`config.mk`:
```
export PLATFORM = sky130hd
export DESIGN_NAME = shell_word_tokenizer_unit
export DESIGN_NICKNAME = d
export VERILOG_FILES = /design/src/rtl/swt_pkg.sv /design/src/rtl/shell_word_tokenizer_unit.sv
export SDC_FILE = /design/constraint.sdc
export NUM_CORES = 1
export LEC_CHECK = 0
export BUFFER_PORTS_ARGS = -buffer_cell sky130_fd_sc_hd__buf_2
export CAP_MARGIN = 20
export CORE_ASPECT_RATIO = 1.1
export CORE_MARGIN = 2
export CORE_UTILIZATION = 41
export DETAILED_ROUTE_END_ITERATION = 7
export GPL_TIMING_DRIVEN = 1
export PLACE_DENSITY_LB_ADDON = 0.08
export SYNTH_ARGS = -nofsm -noshare
export SYNTH_HDL_FRONTEND = slang
export SYNTH_SLANG_ARGS = --single-unit
```
`constraint.sdc`:
```
create_clock -name clk -period 6 [get_ports clk]
set_input_delay 0.9 -clock clk [delete_from_list [all_inputs] [get_ports clk]]
set_output_delay 0.9 -clock clk [all_outputs]
set_load 0.03 [all_outputs]
```
`src/rtl/swt_pkg.sv`:
```
// ----------------------------------------------------------------------------
// swt_pkg
// Shared types and character codes for the shell word tokenizer.
// ----------------------------------------------------------------------------
`default_nettype none

package swt_pkg;

    localparam int unsigned MaxRun = 4;
    localparam int unsigned CntW   = $clog2(MaxRun + 1);

    localparam logic [7:0] ChSpace  = 8'h20;
    localparam logic [7:0] ChTab    = 8'h09;
    localparam logic [7:0] ChDquote = 8'h22;
    localparam logic [7:0] ChSquote = 8'h27;
    localparam logic [7:0] ChBslash = 8'h5c;

    // one result of a run
    typedef struct packed {
        logic [7:0] ch;
        logic       valid;
        logic       wend;
        logic       lend;
        logic       last;
    } res_t;

endpackage

`default_nettype wire

```
`src/rtl/shell_word_tokenizer_unit.sv`:
```
// ----------------------------------------------------------------------------
// shell_word_tokenizer_unit
// Quote-aware splitting of a command line into a stream of word results.
// ----------------------------------------------------------------------------
// Bytes of a command line enter one per item, with line_last on the final
// byte. Each item yields zero to four results (word bytes, a word-end marker,
// a line-end marker), the final one flagged by run_last. The lexer state is
// updated in the cycle an item is accepted, and its results are loaded into a
// four-entry result shift register that drains one result per cycle while
// out_ready is high. A new item is taken in the cycle the last result of
// the previous one leaves, so a new run can follow it without a gap.
// Zero-result items (quote characters, blanks between words, a pending
// backslash) produce no output.
`default_nettype none

module shell_word_tokenizer_unit (
    input  wire logic       clk,
    input  wire logic       rst_n,
    input  wire logic       in_valid,
    output logic            in_ready,
    input  wire logic [7:0] in_byte,
    input  wire logic       line_last,
    output logic            out_valid,
    input  wire logic       out_ready,
    output logic [7:0]      word_byte,
    output logic            byte_valid,
    output logic            word_end,
    output logic            line_end,
    output logic            run_last
);
    import swt_pkg::*;

    typedef enum logic [1:0] {
        MODE_OUT,
        MODE_WORD,
        MODE_DQ,
        MODE_SQ
    } mode_t;

    mode_t           mode_reg, mode_next;
    logic            esc_reg, esc_next;
    logic            nonempty_reg, nonempty_next;
    logic [CntW-1:0] cnt_reg;
    res_t            slot_reg [MaxRun];

    res_t            run_v [MaxRun];
    logic [CntW-1:0] n_v;
    logic            done_v;
    logic            blank;
    logic            in_fire;
    logic            out_fire;

    assign out_valid  = (cnt_reg != '0);
    assign out_fire   = out_valid && out_ready;
    assign in_ready   = (cnt_reg == '0) || ((cnt_reg == CntW'(1)) && out_ready);
    assign in_fire    = in_valid && in_ready;

    assign word_byte  = slot_reg[0].ch;
    assign byte_valid = slot_reg[0].valid;
    assign word_end   = slot_reg[0].wend;
    assign line_end   = slot_reg[0].lend;
    assign run_last   = slot_reg[0].last;

    assign blank = (in_byte == ChSpace) || (in_byte == ChTab);

    // lexer step: next state and the run of results for the byte on the input
    always_comb
    begin
        mode_next     = mode_reg;
        esc_next      = esc_reg;
        nonempty_next = nonempty_reg;
        n_v           = '0;
        done_v        = 1'b0;
        for (int i = 0; i < MaxRun; i++)
        begin
            run_v[i] = '0;
        end

        if (esc_reg)
        begin
            esc_next = 1'b0;
            if (mode_reg == MODE_DQ)
            begin
                if ((in_byte == ChDquote) || (in_byte == ChBslash))
                begin
                    run_v[n_v[1:0]] = '{ch: in_byte, valid: 1'b1, default: 1'b0};
                    n_v             = n_v + CntW'(1);
                    nonempty_next   = 1'b1;
                    done_v          = 1'b1;
                end
                else
                begin
                    // lone backslash inside double quotes stays literal
                    run_v[n_v[1:0]] = '{ch: ChBslash, valid: 1'b1, default: 1'b0};
                    n_v             = n_v + CntW'(1);
                    nonempty_next   = 1'b1;
                end
            end
            else
            begin
                run_v[n_v[1:0]] = '{ch: in_byte, valid: 1'b1, default: 1'b0};
                n_v             = n_v + CntW'(1);
                nonempty_next   = 1'b1;
                mode_next       = MODE_WORD;
                done_v          = 1'b1;
            end
        end

        if (!done_v)
        begin
            case (mode_reg)
                MODE_OUT, MODE_WORD:
                begin
                    if (blank)
                    begin
                        if (mode_reg == MODE_WORD)
                        begin
                            run_v[n_v[1:0]] = '{wend: 1'b1, default: '0};
                            n_v             = n_v + CntW'(1);
                            nonempty_next   = 1'b0;
                            mode_next       = MODE_OUT;
                        end
                    end
                    else if (in_byte == ChDquote)
                    begin
                        mode_next = MODE_DQ;
                    end
                    else if (in_byte == ChSquote)
                    begin
                        mode_next = MODE_SQ;
                    end
                    else if ((in_byte == ChBslash) && !line_last)
                    begin
                        esc_next  = 1'b1;
                        mode_next = MODE_WORD;
                    end
                    else
                    begin
                        run_v[n_v[1:0]] = '{ch: in_byte, valid: 1'b1, default: 1'b0};
                        n_v             = n_v + CntW'(1);
                        nonempty_next   = 1'b1;
                        mode_next       = MODE_WORD;
                    end
                end
                MODE_DQ:
                begin
                    if (in_byte == ChDquote)
                    begin
                        mode_next = MODE_WORD;
                    end
                    else if ((in_byte == ChBslash) && !line_last)
                    begin
                        esc_next = 1'b1;
                    end
                    else
                    begin
                        run_v[n_v[1:0]] = '{ch: in_byte, valid: 1'b1, default: 1'b0};
                        n_v             = n_v + CntW'(1);
                        nonempty_next   = 1'b1;
                    end
                end
                default:
                begin
                    if (in_byte == ChSquote)
                    begin
                        mode_next = MODE_WORD;
                    end
                    else
                    begin
                        run_v[n_v[1:0]] = '{ch: in_byte, valid: 1'b1, default: 1'b0};
                        n_v             = n_v + CntW'(1);
                        nonempty_next   = 1'b1;
                    end
                end
            endcase
        end

        if (line_last)
        begin
            // an empty word with closed quotes is dropped at end of line
            if (nonempty_next || (mode_next == MODE_DQ) || (mode_next == MODE_SQ))
            begin
                run_v[n_v[1:0]] = '{wend: 1'b1, default: '0};
                n_v             = n_v + CntW'(1);
            end
            run_v[n_v[1:0]] = '{lend: 1'b1, default: '0};
            n_v             = n_v + CntW'(1);
            mode_next       = MODE_OUT;
            esc_next        = 1'b0;
            nonempty_next   = 1'b0;
        end

        for (int i = 0; i < MaxRun; i++)
        begin
            run_v[i].last = (n_v == CntW'(i + 1));
        end
    end

    // lexer state plus the result shift register, head at entry 0
    always_ff @(posedge clk or negedge rst_n)
    begin
        if (!rst_n)
        begin
            mode_reg     <= MODE_OUT;
            esc_reg      <= 1'b0;
            nonempty_reg <= 1'b0;
            cnt_reg      <= '0;
            for (int i = 0; i < MaxRun; i++)
            begin
                slot_reg[i] <= '0;
            end
        end
        else if (in_fire)
        begin
            mode_reg     <= mode_next;
            esc_reg      <= esc_next;
            nonempty_reg <= nonempty_next;
            cnt_reg      <= n_v;
            for (int i = 0; i < MaxRun; i++)
            begin
                slot_reg[i] <= run_v[i];
            end
        end
        else if (out_fire)
        begin
            cnt_reg <= cnt_reg - CntW'(1);
            for (int i = 0; i < MaxRun - 1; i++)
            begin
                slot_reg[i] <= slot_reg[i + 1];
            end
            slot_reg[MaxRun - 1] <= '0;
        end
    end

`ifndef SYNTHESIS
    a_cnt_range : assert property (@(posedge clk) disable iff (!rst_n)
        cnt_reg <= CntW'(MaxRun))
        else $error("result count out of range");

    a_line_resets : assert property (@(posedge clk) disable iff (!rst_n)
        in_fire && line_last |=> (mode_reg == MODE_OUT) && !esc_reg && !nonempty_reg)
        else $error("lexer state not cleared after line end");

    a_line_end_last : assert property (@(posedge clk) disable iff (!rst_n)
        out_valid && line_end |-> run_last && (cnt_reg == CntW'(1)))
        else $error("line end is not the final result of its run");

    a_marker_no_byte : assert property (@(posedge clk) disable iff (!rst_n)
        out_valid && (word_end || line_end) |-> !byte_valid && !(word_end && line_end))
        else $error("marker result carries a byte");

    a_last_drains : assert property (@(posedge clk) disable iff (!rst_n)
        out_valid && run_last |-> (cnt_reg == CntW'(1)))
        else $error("run_last shown before the run is drained");
`endif

endmodule

`default_nettype wire
```
==> results of run 1 <==
==> stage by stage <==
stage / utilization / power (mW) / instance area [sq um] / hold WS, ns
2_1_floorplan: - / 0.829 / 2560 / 0.440
3_3_place_gp: 0.437 / 0.954 / 2680 / 0.462
3_5_place_dp: 0.437 / 0.956 / 2680 / 0.468
4_1_cts: 0.460 / 1.23 / 2810 / 0.486
5_1_grt: 0.460 / 1.32 / 2810 / 0.529
6_report: 0.460 / 1.22 / 2810 / 0.480
==> per-layer routing <==
metal  GRT usage  up-vias  wire [microns]
met1       0.287     1053            3230
met4      0.0470        0               0
met3      0.0249        0             155
li1            -     1070               -
met5           0        -               0
met2       0.290       38            2930
==> path summary, 6_finish.rpt <==
| kind | slack [ns] | to | cells after the start |
|---|---|---|---|
| max | 1.55 | word_byte[4] | 17 |
| max in group asynchronous | 4.76 | slot_reg[25] | 1 |
| max reg2reg | 1.89 | word_byte[4] | 14 |
| min reg2reg | 0.48 | slot_reg[13] | 2 |
| min | 0.48 | slot_reg[13] | 2 |
| min in group asynchronous | 0.70 | esc_reg | 1 |
==> critical path, delay by kind of cell <==
family / cells / cell delay, ns
muxes: 1 / 0.13
adders and majority gates: 3 / 0.82
and+or+nand+nor: 4 / 0.85
buffers and inverters: 3 / 0.36
AOI/OAI and AO/OA: 6 / 1.62
==> layout make-up <==
class	instances	area (sq um)
clock buffers	5	68.8
well taps	80	100
flip-flops and latches	37	926
multi-input cells	213	1440
fillers	592	3310
inverters	16	60.1
repair buffers	28	145
clock inverters	3	68.8
==> kinds of logic after synthesis <==
logic type                 share of synthesized area
AOI/OAI and AO/OA                              0.243
adders and majority gates                     0.0880
and+or+nand+nor                                0.203
buffers and inverters                         0.0753
muxes                                         0.0249
xor gates and xnor gates                     0.00342
DFF                                            0.362
==> cell usage after synthesis, types with 2 or more instances <==
library cell	count	share of area
o22ai_1	6	0.015
a221o_1	3	0.012
nor2_1	30	0.044
nand2b_1	2	0.0049
a22oi_1	2	0.0059
mux2i_1	3	0.012
nand4_1	3	0.0073
a221oi_1	2	0.0068
o211ai_1	3	0.0088
o221ai_1	2	0.0068
a22o_1	11	0.038
nand3_1	12	0.023
o21a_1	2	0.0059
mux2_2	3	0.013
o21ai_0	16	0.031
clkbuf_1	12	0.018
inv_1	15	0.022
o31ai_1	2	0.0059
ha_1	18	0.088
and3_1	7	0.017
a21oi_1	25	0.049
nor3_1	5	0.0098
dfrtp_1	37	0.36
and2_1	6	0.015
buf_4	9	0.026
nor2b_1	3	0.0073
nand4b_1	2	0.0068
a32oi_1	2	0.0068
a32o_1	3	0.012
nand2_1	20	0.029
==> cells in the final DEF, fill, tap and decap left out, types with 3 or more instances in the layout <==
cell type  instances
a21oi_1           25
a221o_1            3
a22o_1            11
a32o_1             3
and2_1             6
and3_1             7
buf_2             26
clkbuf_8           5
dfrtp_1           37
ha_1              18
inv_1             15
mux2_2             3
nand2_1           20
nand3_1           12
nand4_1            3
nor2_1            30
nor2b_1            3
nor3_1             5
o211ai_1           3
o21ai_0           16
o22ai_1            6
==> where the power goes <==
group	leakage, nW	switching, mW	internal [mW]
Combinational	0.797	0.369	0.200
Sequential	0.480	0.0586	0.320
Clock	0.0687	0.104	0.168
==> metrics.md, run 1 <==
| Metric | Value |
|---|---|
| Iteration-0 DRC Markers | `119` |
| I/O pin count | `27` |
| Worst slew margin | `0.432` |
| Drt pass-1 iters | `5` |
| Final slew viol count | `0` |
| Post-synthesis cell type count | `54` |
| Nets | `between 300 and 400` |
| Via density | `about 5.7` |
| Pre-CTS setup slack | `roughly 1.2 ns` |
| Die height | `between 80 and 90 microns` |
| Worst setup EP type | `register` |
| PD cells | `between 400 and 500 nW/um^2` |
| Initial antenna violation count | `0` |
| Measured slew at the worst slew-check pin | `~0.85 ns` |
| Cell Rows | `30` |
| Routed len/inst | `around 17 microns` |
| Die area | `around 7000 sq um` |
| Post-route insts no fill | `between 300 and 400` |
| Setup TNS | `0 ns` |
| Total wire length | `6.32 mm` |
| DP Cell Count | `between 300 and 400` |
| Clock tree buffer depth | `2` |
| Buffers added on ports | `26` |
| Clock Pin Slew Worst Setup and Hold Paths | `roughly 0.10 ns` |
| First-pass GRT wire length | `between 10 and 15 mm` |
| Grt ovf | `0` |
| Crit share post-route | `0.741` |
| Syn. warnings | `0` |
| # diodes | `0` |
| Crit path DAT | `roughly 4.7 ns` |
| Final setup vio count | `0` |
| Final HPWL DP | `~4.5 mm` |
| Slowest stage delay, CP | `0.58 ns` |
| P_leak | `1.35 nW` |
| DRT antenna net count | `0` |
| CTS root buffer | `clkbuf_8` |
| Final Skew | `between 0.015 and 0.02 ns` |
| PnR worst setup slack | `approximately 1.6 ns` |
| Vias in the first global route | `between 1500 and 2000` |
| Syn nets | `roughly 320` |
| DRC viols | `0` |
| Worst Hold Class | `reg2reg` |
| Fmax | `~220 MHz` |
| Post-synth EDFFs | `0` |
| Final Hold Viols | `0` |
| HP Start | `slot_reg[13]` |
| RSZ-0062 raised after global routing | `no` |
| Max cap viols | `0` |
| Worst path slowest cell | `o41ai_4` |
| Routability cong. | `0.817` |
| Top FF cell, synth | `dfrtp_1` |
| Mapped Cells | `290` |
| Hold buffers post-CTS | `0` |
| Total track usage | `0.191` |
| DR vias | `~2200` |
| Worst skew pair latency | `around 0.3 ns` |
| Clock sinks | `37` |
| Core area | `approximately 6100 sq um` |
| Minimum clock period | `between 4 and 5 ns` |
| Critical path class | `in2reg` |
| Post_cts resized | `0` |
| Outcome | `complete, no violations` |
| Sequential area share after synthesis | `0.362` |
| Largest net degree at the start of global routing | `38` |
| Post-CTS setup buffers | `0` |
| Fraction of layout cells with a size suffix above 1 | `0.159` |
| CP startpoint | `in_byte[1]` |
| Max reg flops | `18` |
| Netlist Area Pre-Place | `2560 sq um` |
| Worst path cell trace | `buf_2 > nor4b_2 > nand4b_2 > inv_1 > ha_1 > mux2i_1 > o21ai_0 > a22oi_1 > nand2_1 > ha_1 > nand2_1 > o21ai_0 > inv_1 > ha_1 > o41ai_4 > o211ai_1 > o22ai_1` |
| Avg Cell Area, Syn | `around 9 sq um` |
| Crit path max fanout | `8` |
| Peak VDD IR | `roughly 0.00018 V` |
| CTS buffer count | `5` |
| Max H-tree Level | `2` |
| Die Wd | `between 70 and 80 microns` |
| Cell mode on critical path | `ha_1` |
| Synth async-reset ratio | `1.00` |
| R2R Path Start | `esc_reg` |
| Startpoint types | `input pin` |
| Yosys reg bits | `37` |
| TritonCTS clock tree | `built` |
| Initial Util | `0.418` |
| Area delta synth->final | `9.93%` |
| WP data required | `6.23 ns` |
Note: power is estimated with default switching activity, not from simulation.
==> inputs of run 2 (changes only) <==
--- a/config.mk
+++ b/config.mk
@@ -5,6 +5,7 @@
 export SDC_FILE = /design/constraint.sdc
 export NUM_CORES = 1
 export LEC_CHECK = 0
+export ABC_AREA = 1
 export BUFFER_PORTS_ARGS = -buffer_cell sky130_fd_sc_hd__buf_2
 export CAP_MARGIN = 20
 export CORE_ASPECT_RATIO = 1.1
==> constraint.sdc (replaced) <==
create_clock -name clk -period 4.35 [get_ports clk]
set_input_delay 0.6525 -clock clk [delete_from_list [all_inputs] [get_ports clk]]
set_output_delay 0.6525 -clock clk [all_outputs]
set_load 0.03 [all_outputs]
==> metrics.md, run 2 <==
| Metric | Value |
|---|---|
| Power Internal | `~0.89 mW` |
| Pwr Total | `around 1.7 mW` |
| Drt pass-1 iters | `4` |
| Routed len/inst | `~14 microns` |
| Vias in the first global route | `2408` |
| PD cells | `approximately 540 nW/um^2` |
| Syn nets | `around 420` |
| Combinational fraction of design power | `0.488` |
| Crit path max fanout | `6` |
| Worst skew pair latency | `0.30 ns` |
| Slowest stage delay, CP | `0.31 ns` |
| Top-area cell type share of the netlist area | `0.330` |
| Die Wd | `slightly above 80 microns` |
| Minimum clock period | `roughly 3.5 ns` |
| Outcome | `complete, no violations` |
| Final slew viol count | `0` |
| Final hold slack | `between 0.4 and 0.5 ns` |
| Max cap viols | `0` |
| Post_cts resized | `0` |
| P_leak | `1.67 nW` |
| RSZ-0062 raised after global routing | `no` |
| CTS buffer count | `5` |
| R2R Path Start | `mode_reg[1]` |
| DR vias | `2501` |
| Top FF cell, synth | `dfrtp_1` |
| Cell Rows | `31` |
| Commonest cells in the synthesized netlist | `87 x nand2_1, 48 x inv_1, 48 x nor2_1` |
| Grt ovf | `0` |
| CTS root buffer | `clkbuf_8` |
| Area delta synth->final | `10.3%` |
| Via density | `about 5.1` |
| Syn. warnings | `0` |
| Most frequent cell after synthesis | `nand2_1` |
| Fraction of layout cells with a size suffix above 1 | `0.187` |
| Cell mode on critical path | `inv_1` |
| Clock sinks | `37` |
| Worst path cell trace | `buf_2 > inv_1 > nand2_1 > nor2_4 > nand2_4 > inv_1 > ha_1 > or2_2 > nand2_1 > inv_1 > nand3_2 > nand2_2 > ha_1 > inv_1 > o21ai_1 > inv_1 > ha_1 > nand2_1 > inv_1 > nor2_1 > nand4_1 > a21oi_1` |
| Initial antenna violation count | `0` |
| Final setup vio count | `0` |
| Largest net degree at the start of global routing | `38` |
| Startpoint types | `input pin` |
| Final instance area | `~3100 sq um` |
| Die height | `90.7 microns` |
| Area contributors post-synth | `dfrtp_1 33%, nand2_1 12%, ha_1 8.0%` |
| First-pass GRT wire length | `between 10 and 15 mm` |
| Commonest non-fill, non-tap cells in the layout | `87 x nand2_1, 48 x inv_1, 48 x nor2_1, 37 x dfrtp_1, 28 x a21oi_1` |
| Max reg flops | `18` |
| Most common cell after layout, fill and taps aside | `nand2_1` |
| Total wire length | `6.96 mm` |
| Setup TNS | `0 ns` |
| Peak VDD IR | `between 0.0002 and 0.0003 V` |
| Synth async-reset ratio | `1.00` |
| # diodes | `0` |
| Final Skew | `0.0152 ns` |
| Psw | `roughly 0.76 mW` |
| Crit share post-route | `0.803` |
| Core area | `roughly 6600 sq um` |
| Register-to-register setup slack | `~1.3 ns` |
| Clk pwr share | `0.198` |
| Clock tree buffer depth | `2` |
| Avg Cell Area, Syn | `approximately 7.3 sq um` |
| Seq pwr share | `0.314` |
| Crit path DAT | `~3.7 ns` |
| Yosys reg bits | `37` |
| Area leader, netlist | `dfrtp_1` |
| Max H-tree Level | `2` |
| Worst slew margin | `0.418` |
| DRT antenna net count | `0` |
| Clock Pin Slew Worst Setup and Hold Paths | `~0.090 ns` |
| Nets | `about 440` |
| Worst setup EP type | `register` |
| Total track usage | `0.197` |
| Post-CTS setup buffers | `0` |
| Switching part of the total | `0.460` |
| Post-synthesis cell type count | `34` |
| Final Hold Viols | `0` |
| Fmax | `286 MHz` |
| DRC viols | `0` |
| Netlist Area Pre-Place | `~2800 sq um` |
| Worst path slowest cell | `nor2_1` |
| Hold buffers post-CTS | `0` |
| Initial Util | `0.425` |
| TritonCTS clock tree | `built` |
| WP data required | `around 4.6 ns` |
| Iteration-0 DRC Markers | `120` |
| Area after DPL | `2970 sq um` |
| Post-synth EDFFs | `0` |
| Critical path class | `in2reg` |
| Buf/Inv on CP | `7` |
| Routability cong. | `slightly below 0.9` |
| CP startpoint | `in_byte[4]` |
| Worst Hold Class | `in2async` |
| I/O pin count | `27` |
| Measured slew at the worst slew-check pin | `around 0.87 ns` |
| Final HPWL DP | `~5.1 mm` |
| Die area | `between 7000 and 8000 sq um` |
| Mapped Cells | `386` |
| Cell family with most CP delay | `simple AND/OR/NAND/NOR gates` |
| Buffers added on ports | `26` |
| Sequential area share after synthesis | `0.330` |
-- run 2: cell types whose count changed in the layout (fill, tap and decap cells not counted), moves of 7 or more --
cell	change
nand2_1	+67
inv_1	+33
nor2_1	+18
nand4_1	+13
a22o_1	-10
nand3_1	+10
o21ai_0	-8
and3_1	-7
nand3_2	+7
-- run 2: metrics by stage --
step           setup slack, ns   util  instances
2_1_floorplan            0.991      -        386
3_3_place_gp             0.551  0.451        481
3_5_place_dp             0.524  0.451        481
4_1_cts                  0.826  0.469        489
5_1_grt                  0.515  0.469        489
6_report                 0.856  0.469        489
-- run 2: final timing paths --
check	to	depth (start not counted)
min reg2reg	word_byte[2]	2
min in group clk	word_byte[2]	2
min	word_byte[3]	1
max in group asynchronous	slot_reg[14]	1
max	word_byte[5]	22
max reg2reg	word_byte[5]	18
-- run 2: cell type report --
class                      count  area, sq um
multi-input combinational    279         1580
fill                         688         3500
tap                           82          103
timing repair buffer          31          168
clock inverter                 2         37.5
inverter                      52          195
clock buffer                   6         82.6
sequential                    37          926
-- run 2: power by group through the flow --
stage	Combinational, mW	Clock (mW)	Sequential [mW]
after floorplan	0.617	0	0.553
after global placement	0.809	0	0.526
after detailed placement	0.813	0	0.527
after CTS	0.816	0.335	0.521
after global routing	0.901	0.349	0.536
final	0.809	0.328	0.520
-- run 2: kinds of logic after synthesis --
family,Yosys count,synth area share
simple gates,203,0.361
xor+xnor,1,0.00312
buf+inv,70,0.106
compound gates,57,0.120
flops,37,0.330
fa+ha+maj,18,0.0803
-- run 2: routing by layer --
metal,track usage,share of wire
met5,0,0
met3,0.0311,0.025
met2,0.308,0.44
met4,0.0546,0.013
met1,0.281,0.52
==> inputs of run 3 (changes only) <==
==> constraint.sdc (replaced) <==
create_clock -name clk -period 3.5 [get_ports clk]
set_input_delay 0.525 -clock clk [delete_from_list [all_inputs] [get_ports clk]]
set_output_delay 0.525 -clock clk [all_outputs]
set_load 0.03 [all_outputs]
==> metrics.md, run 3 (synthesized netlist as in run 2, its figures left out) <==
| Metric | Value |
|---|---|
| Crit path max fanout | `3` |
| R2R Path Start | `esc_reg` |
| Clock tree buffer depth | `2` |
| Worst Hold Class | `in2async` |
| Grt ovf | `0` |
| Crit path DAT | `between 3 and 4 ns` |
| PnR worst setup slack | `0.371 ns` |
| Buffers added on ports | `26` |
| Final HPWL DP | `approximately 5.5 mm` |
| Measured slew at the worst slew-check pin | `0.847 ns` |
| Core Util, Final | `0.488` |
| Startpoint types | `input pin` |
| DR vias | `~2600` |
| Via density | `between 5 and 6` |
| Worst setup EP type | `register` |
| Final Skew | `0.00456 ns` |
| Routed len/inst | `about 14 microns` |
| Final slew viol count | `0` |
| Nets | `453` |
| Worst skew pair latency | `about 0.29 ns` |
| Clock Pin Slew Worst Setup and Hold Paths | `around 0.080 ns` |
| RSZ-0062 raised after global routing | `no` |
| P_leak | `1.74 nW` |
| Iteration-0 DRC Markers | `154` |
| Hold buffers post-CTS | `0` |
| Crit share post-route | `0.894` |
| Total track usage | `0.199` |
| Critical path class | `in2reg` |
| Fraction of layout cells with a size suffix above 1 | `0.220` |
| Drt pass-1 iters | `4` |
| Worst path cell trace | `buf_2 > inv_1 > nand2_1 > nor2_4 > nand2_4 > inv_1 > ha_1 > or2_2 > nand2_1 > inv_1 > nand3_2 > nand2_2 > ha_1 > inv_1 > o21ai_2 > ha_1 > inv_1 > ha_1 > nor2_1 > inv_1 > nand2_1 > a21oi_1 > nand3_1 > a21oi_1` |
| I/O pin count | `27` |
| Max cap viols | `0` |
| Outcome | `complete, no violations` |
| Die Wd | `82.9 microns` |
| WP data required | `3.71 ns` |
| Buf/Inv on CP | `7` |
| Largest net degree at the start of global routing | `38` |
| Die height | `around 91 microns` |
| Worst path slowest cell | `or2_2` |
| Cell family with most CP delay | `simple AND/OR/NAND/NOR gates` |
| Clock sinks | `37` |
| CTS root buffer | `clkbuf_8` |
| Cell Rows | `31` |
| DRT antenna net count | `0` |
| Slowest stage delay, CP | `0.29 ns` |
| R2R depth | `19` |
| TritonCTS clock tree | `built` |
| Pwr Total | `2.07 mW` |
| Area delta synth->final | `14.7%` |
| Peak VDD IR | `approximately 0.00051 V` |
| Die area | `about 7500 sq um` |
| Register-to-register setup slack | `0.44 ns` |
| Core area | `6590 sq um` |
| Max reg flops | `18` |
| Total wire length | `~7 mm` |
| PD cells | `between 600 and 700 nW/um^2` |
| Final Hold Viols | `0` |
| Initial antenna violation count | `0` |
| Commonest non-fill, non-tap cells in the layout | `87 x nand2_1, 48 x inv_1, 48 x nor2_1, 37 x dfrtp_1, 28 x a21oi_1` |
| # diodes | `0` |
| R2r endpoint | `run_last` |
| Vias in the first global route | `2504` |
| Setup TNS | `0 ns` |
| CTS buffer count | `5` |
| Fmax | `320 MHz` |
| Fillers | `~700` |
| Initial Util | `0.425` |
| Most common cell after layout, fill and taps aside | `nand2_1` |
| DRC viols | `0` |
| Cell mode on critical path | `inv_1` |
| Final setup vio count | `0` |
| Pre-CTS setup slack | `0.0462 ns` |
| Worst slew margin | `0.435` |
| Routability cong. | `between 0.9 and 1` |
| Max H-tree Level | `2` |
| Minimum clock period | `~3.1 ns` |
| First-pass GRT wire length | `12.2 mm` |
run 3: per-layer routing:
metal / GRT usage / up-vias / wire, microns / share of wire
met1: 0.280 / 1201 / 3510 / 0.49
li1: - / 1318 / - / -
met4: 0.0492 / 0 / 80 / 0.011
met3: 0.0311 / 8 / 203 / 0.029
met5: 0 / - / 0 / 0
met2: 0.319 / 47 / 3300 / 0.46
run 3: what timing repair did:
item	CTS	global route
endpoints found under the setup margin	0	2
setup buffers	0	0
gates resized for setup	0	1
run 3: how the worst max path moves through the flow:
stage,from,to,slack (ns),depth (start not counted)
global placement,in_byte[7],word_byte[5],0.1,23
global route,in_byte[4],run_last,0.03,24
detailed placement,in_byte[7],run_last,0.05,24
CTS,in_byte[7],run_last,0.34,24
finish,in_byte[7],run_last,0.37,24
floorplan,in_byte[4],cnt_reg[2],0.27,21
run 3: power breakdown:
| group | switching (mW) | leakage, nW | internal (mW) |
|---|---|---|---|
| registers | 0.0809 | 0.480 | 0.568 |
| logic | 0.698 | 1.21 | 0.327 |
| clock network | 0.162 | 0.0574 | 0.232 |
| total | 0.941 | 1.74 | 1.13 |
run 3: area by class of cell:
cell class	count	area, sq um	share of cell area
clock inverter	2	37.5	0.0117
sequential	37	926	0.288
multi-input combinational	279	1580	0.493
inverter	52	195	0.0607
timing repair buffer	47	288	0.0895
clock buffer	6	82.6	0.0257
tap	82	103	0.0319
run 3: per-stage QoR:
stage | hold WS [ns] | instance area, sq um | instances
6_report | 0.335 | 3220 | 505
5_1_grt | 0.409 | 3220 | 505
4_1_cts | 0.364 | 3210 | 505
3_5_place_dp | 0.462 | 3090 | 497
3_3_place_gp | 0.457 | 3090 | 497
2_1_floorplan | 0.229 | 2800 | 386
